$ cat config.mk
export PLATFORM = sky130hd
export DESIGN_NAME = pidl_cell
export DESIGN_NICKNAME = d
export VERILOG_FILES = /design/src/sv/pidl_pkg.sv /design/src/sv/pidl_cell.sv
export SDC_FILE = /design/constraint.sdc
export NUM_CORES = 1
export LEC_CHECK = 0
export BUFFER_PORTS_ARGS = -buffer_cell sky130_fd_sc_hd__buf_2
export CELL_PAD_IN_SITES_DETAIL_PLACEMENT = 1
export CELL_PAD_IN_SITES_GLOBAL_PLACEMENT = 2
export CORE_ASPECT_RATIO = 1.1
export CORE_MARGIN = 2
export CORE_UTILIZATION = 20
export CTS_BUF_LIST = sky130_fd_sc_hd__clkbuf_8
export CTS_CLUSTER_DIAMETER = 30
export DETAILED_ROUTE_END_ITERATION = 6
export GPL_TIMING_DRIVEN = 0
export PLACE_DENSITY_LB_ADDON = 0.1
export SLEW_MARGIN = 10
export SYNTH_ARGS = -nofsm -noshare
export SYNTH_HDL_FRONTEND = slang
export SYNTH_SLANG_ARGS = --single-unit
$ cat constraint.sdc
create_clock -name i_clk -period 2.42 [get_ports i_clk]
set_input_delay 0.242 -clock i_clk [delete_from_list [all_inputs] [get_ports i_clk]]
set_output_delay 0.242 -clock i_clk [all_outputs]
set_load 0.02 [all_outputs]
$ cat src/sv/pidl_pkg.sv
package pidl_pkg;

    // Fixed widths of the channel fields.
    localparam int POS_W      = 9;
    localparam int ELEM_OUT_W = 32;
    localparam int COUNT_W    = 9;

    typedef enum logic [1:0] {
        KIND_INSERT = 2'd0,
        KIND_POP    = 2'd1,
        KIND_READ   = 2'd2,
        KIND_WRITE  = 2'd3
    } t_kind;

    typedef enum logic [1:0] {
        ST_OK    = 2'd0,
        ST_RANGE = 2'd1,
        ST_FULL  = 2'd2
    } t_status;

    // Broadcast to every cell of the chain; at most one of the strobes is high.
    typedef struct packed {
        logic             ins;
        logic             pop;
        logic             wr;
        logic [POS_W-1:0] pos;
    } t_cell_ctl;

endpackage

$ cat src/sv/pidl_cell.sv
module pidl_cell #(
    parameter int CAPACITY      = 256,
    parameter int ELEMENT_WIDTH = 32,
    parameter int INDEX         = 0
) (
    input  logic                     i_clk,
    input  pidl_pkg::t_cell_ctl      i_ctl,
    input  logic [ELEMENT_WIDTH-1:0] i_value,
    input  logic [ELEMENT_WIDTH-1:0] i_left,
    input  logic [ELEMENT_WIDTH-1:0] i_right,
    output logic [ELEMENT_WIDTH-1:0] o_data,
    output logic [ELEMENT_WIDTH-1:0] o_tap
);

    localparam int IDX_W = $clog2(CAPACITY) + 1;
    localparam int CMP_W = (IDX_W > pidl_pkg::POS_W) ? IDX_W : pidl_pkg::POS_W;
    localparam logic [CMP_W-1:0] L_INDEX = CMP_W'(INDEX);

    logic [ELEMENT_WIDTH-1:0] r_data;
    logic [ELEMENT_WIDTH-1:0] n_data;
    logic [CMP_W-1:0]         w_pos;
    logic                     w_hit;
    logic                     w_above;

    assign w_pos   = CMP_W'(i_ctl.pos);
    assign w_hit   = (w_pos == L_INDEX);
    assign w_above = (L_INDEX > w_pos);

    // Insert pulls from the left neighbour, pop from the right one.
    always_comb begin
        n_data = r_data;
        if (i_ctl.ins) begin
            if (w_hit) begin
                n_data = i_value;
            end else if (w_above) begin
                n_data = i_left;
            end
        end
        if (i_ctl.pop && (w_hit || w_above)) begin
            n_data = i_right;
        end
        if (i_ctl.wr && w_hit) begin
            n_data = i_value;
        end
    end

    always_ff @(posedge i_clk) begin
        r_data <= n_data;
    end

    assign o_data = r_data;
    assign o_tap  = w_hit ? r_data : '0;

endmodule

---- Word level (Yosys, flattened, before mapping) ----
Cells that the tools add are included.
Widths: inputs -> output; s select.
word-level totals
  logic and storage cells ................. 15
  register bits after elaboration ......... 32
  input bits .............................. 109
  output and inout bits ................... 64
cells by class
  muxes and demuxes ....................... 6
  reduce and logical (&&, ||, !) cells .... 7
  magnitude comparators ................... 1
operators by type and width
  cell                number
  $mux 32             6
  $gt 1x9->1 const A  1
  $logic_not 9->1     1
  $reduce_bool 4->1   1
  $reduce_bool 3->1   1
  $logic_and 1x1->1   2
  $reduce_and 2->1    1
  $logic_or 1x1->1    1

---- Depth between registers and ports, before layout ----
  word-level depth ........................ 6
  gate-level depth with buffers ........... 5
  depth with buffers taken out ............ 3

---- Least setup slack after synthesis ----
No wires, ideal clock.
  path type ............................... input port to flip-flop
  start ................................... in i_ctl[6] in the netlist's numbering
  end ..................................... reg r_data[0] (netlist: o_data[0]) (enable)
  path slack .............................. -185 ps
  library setup time ...................... 394 ps
  stages on the path ...................... 5
  buffers on the path ..................... 2
  arrival time ............................ 2211 ps
  required time ........................... 2026 ps
  path through ............................ or4_4 -> nor4_4 -> buf_6 -> buf_2 -> o31a_1
between the ends
  longest elaborated chain between the ends .. 5
  elaborated cells between the ends (all ways) .. 8
  classes of those cells .................. order compare (1); reduce/logical (7)
ends and longest elaborated chain
  item                                                                     line                              RTL
  start: declaration                                                       pidl_cell.sv:7                    input pidl_pkg::t_cell_ctl i_ctl,
  $gt 1x9->1 / $logic_not 9->1 (equally long branches)                     pidl_cell.sv:27, pidl_cell.sv:26
  $logic_or 1x1->1                                                         pidl_cell.sv:39                   if (i_ctl.pop && (w_hit || w_above)) begin
  $logic_and 1x1->1                                                        pidl_cell.sv:39
  $reduce_bool 4->1 (no line) / $reduce_bool 3->1 (equally long branches)  -
  $reduce_and 2->1 (no line) *                                             -
  end signal: assignment                                                   pidl_cell.sv:48                   r_data <= n_data;
  end: declaration                                                         pidl_cell.sv:19                   logic [ELEMENT_WIDTH-1:0] r_data;
Mark *: on every way between the ends. The rest lies on a longest branch, timed or not.
A chain may end at the register's enable or synchronous reset.

---- Worst setup path in the final report ----
  start ................................... in i_ctl[6] in the netlist's numbering
  end ..................................... out o_tap[2]
between the ends
  longest elaborated chain between the ends .. 2
ends and longest elaborated chain
  item              line             RTL
  $logic_not 9->1   pidl_cell.sv:26  assign w_hit = (w_pos == L_INDEX);
  $mux 32           pidl_cell.sv:52  assign o_tap = w_hit ? r_data : '0;
  end: declaration  pidl_cell.sv:12  output logic [ELEMENT_WIDTH-1:0] o_tap
Every way passes these cells.

==> impl_metrics.csv <==
group,metric,value,unit
setup_path,critPathCaptureType,"output port",
global_route,gr-total-overflow,0,
logic_synthesis,synth_area,0.00201,sq mm
clock_tree,clk_path_buf_depth,2,
floorplanning,die_height,109,um
clock_tree,clkTransAtPathRegs,0.07,ns
logic_synthesis,synth_area_leaders,"edfxtp_1 (48%), mux2_2 (26%), and2_1 (10%)",
pwr,powerDensity,381,mW/mm^2
floorplanning,std_cell_rows,38,
setup_path,worstPathCellList,"buf_2 -> or4_4 -> nor4_4 -> buf_6 -> clkbuf_2 -> and2_1 -> buf_2",
logic_synthesis,synth-edff-count,32,
logic_synthesis,synthArstFlopShare,0,
timing,worstMarginPinSlew,0.667,ns
layout,fin_util,0.317,
logic_synthesis,synth_commonest_cells,"mux2_2 (47), and2_1 (32), edfxtp_1 (32)",
worst_hold_path,hold_depth,2,
routing,wl_per_cell,14.8,um
clock_tree,cts_tree,"yes",
global_route,grt_pass1_wl,10200,um
timing,slew_violations,0,
logic_synthesis,syn-num-nets,253,
timing,max_freq,0.466,GHz
routing,viasPerCell,4.17,
clock_tree,root_buffer,"clkbuf_8",
status,run_status,"finished clean",
placed_design,place_area,0.00302,sq mm
logic_synthesis,yosys_warnings,0,
layout,drive_above_1_share,0.722,
floorplanning,die_x,99.5,um
pwr,ir_worst_vdd,0.197,mV
timing,finalCritPeriodShare,0.887,
job,maxCapViolCount,0,
worst_hold_path,hold_path_class,"in -> reg",
routing,detail-route-antenna-nets,0,
setup_path,path_buf_inv,4,
setup_path,cp_num_cells,7,
setup_path,critical_path_arrival,1.90,ns
setup_path,startpoint_type,"input port",
setup_path,path_max_fanout,10,
layout,final.fill_count,1145,
logic_synthesis,yosysTopAreaCell,"edfxtp_1",
placed_design,hpwl,5260,um
floorplanning,start_util,0.205,
clock_tree,cts_sinks,32,
clock_tree,postCtsSetupBuffers,0,
clock_tree,htree_num_levels,2,
setup_path,crit_required,2.18,ns
layout,design_area,0.00311,sq mm
global_route,first_global_vias,2027,
timing,slew_headroom,0.555,
setup_path,cpMaxStageDelayCell,"or4_4",
layout,layout.cells.non_filler,444,
logic_synthesis,syn_inst,144,
timing,finalSetupTns,0,ns
logic_synthesis,synth_top_area_frac,0.479,
routing,drt_wl_total,6550,um
logic_synthesis,ys_seq_area_frac,0.479,
placed_design,place.gp.congestion,0.691,
floorplanning,die_area,0.0109,sq mm
placed_design,pre_cts_slack,-0.407,ns
timing,setup_viol_count_final,0,
global_route,antenna_found_initial,0,
layout,diodes,0,
timing,fin_crit,2.15,ns
pwr,total_power,1.18,mW
routing,vias,1851,
timing,rsz0062_at_grt,"no",
routing,dr.pass1.iters,4,
routing,drc,0,
clock_tree,hold_buffers,0,
setup_path,cp_slowest_stage_delay,0.53,ns
worst_hold_path,hp-start,"i_left[30]",
floorplanning,ios,173,
placed_design,dp_cells,436,
timing,timing.hold.ws,0.238,ns
worst_hold_path,whs_endpoint,"o_data[30]",
placed_design,port-buffer-count,172,
global_route,grt_max_degree,33,
global_route,grt_usage,0.122,
routing,drt_iter0_drc,28,
layout,largest_reg_flops,32,
pwr,power.leakage,1.46,nW
setup_path,cp_common_cell,"buf_2",
floorplanning,core_area,0.00979,sq mm
clock_tree,cts_resized,1,
clock_tree,numCtsBuffers,5,
logic_synthesis,synth.distinct_cells,14,
logic_synthesis,dominantRegCellSynth,"edfxtp_1",
timing,hold_viol_final,0,
setup_path,critPathKind,"in -> out",
layout,final_nets,432,
layout,syn2layout_area_growth,54.8,%
logic_synthesis,ys_ff_latch,32,
logic_synthesis,avgSynthCellArea,13.9,sq um
logic_synthesis,synth_most_common_cell,"mux2_2",
timing,fin_ws,0.274,ns
setup_path,path_delay_family,"simple AND/OR/NAND/NOR gates",
## metal layers
layer  share of wire  GRT usage  up-vias
met5               0          0        -
met4           0.023     0.0431        0
met3           0.093     0.0404       12
met2            0.51      0.223      103
met1            0.37      0.131      854
li1                -          -      882
## cell families after synthesis
kind of cell / count (synthesis) / share of synthesized area
AO/OA/AOI/OAI: 1 / 0.00436
buffers and inverters: 11 / 0.0355
flip-flops: 32 / 0.479
multiplexers: 64 / 0.359
AND/OR/NAND/NOR: 36 / 0.122
## power breakdown
part,switching (mW),internal (mW),total [mW]
registers,0.000400,0.610,0.611
logic,0.0559,0.119,0.175
clock network,0.207,0.192,0.400
total,0.264,0.921,1.18
## cell usage in the layout, fill, tap and decap left out, types with 2 or more instances in the layout
cell type	synthesis	final
buf_2	1	173
mux2_2	47	47
and2_1	32	32
edfxtp_1	32	32
mux2_1	17	17
clkbuf_8	0	5
clkbuf_1	4	4
buf_6	3	3
clkbuf_2	2	2
inv_1	0	2
## worst max path at each step
stage,startpoint,to,slack [ns]
after floorplan,i_ctl[6],o_data[0],0.18
after global placement,i_ctl[6],o_data[6],-0.42
after detailed placement,i_ctl[6],o_data[7],-0.41
after CTS,i_ctl[6],o_tap[2],0.20
after global routing,i_ctl[6],o_data[3],0.14
final,i_ctl[6],o_tap[2],0.27
## area by class of cell
cell class / instances / area (sq um) / share of cell area
flip-flops and latches: 32 / 961 / 0.309
repair buffers: 172 / 861 / 0.277
clock inverters: 3 / 11.3 / 0.00362
plain buffers: 11 / 71.3 / 0.0230
multi-input cells: 101 / 983 / 0.317
clock buffers: 5 / 68.8 / 0.0222
well taps: 120 / 150 / 0.0483
Note: power is estimated with default switching activity, not from simulation.
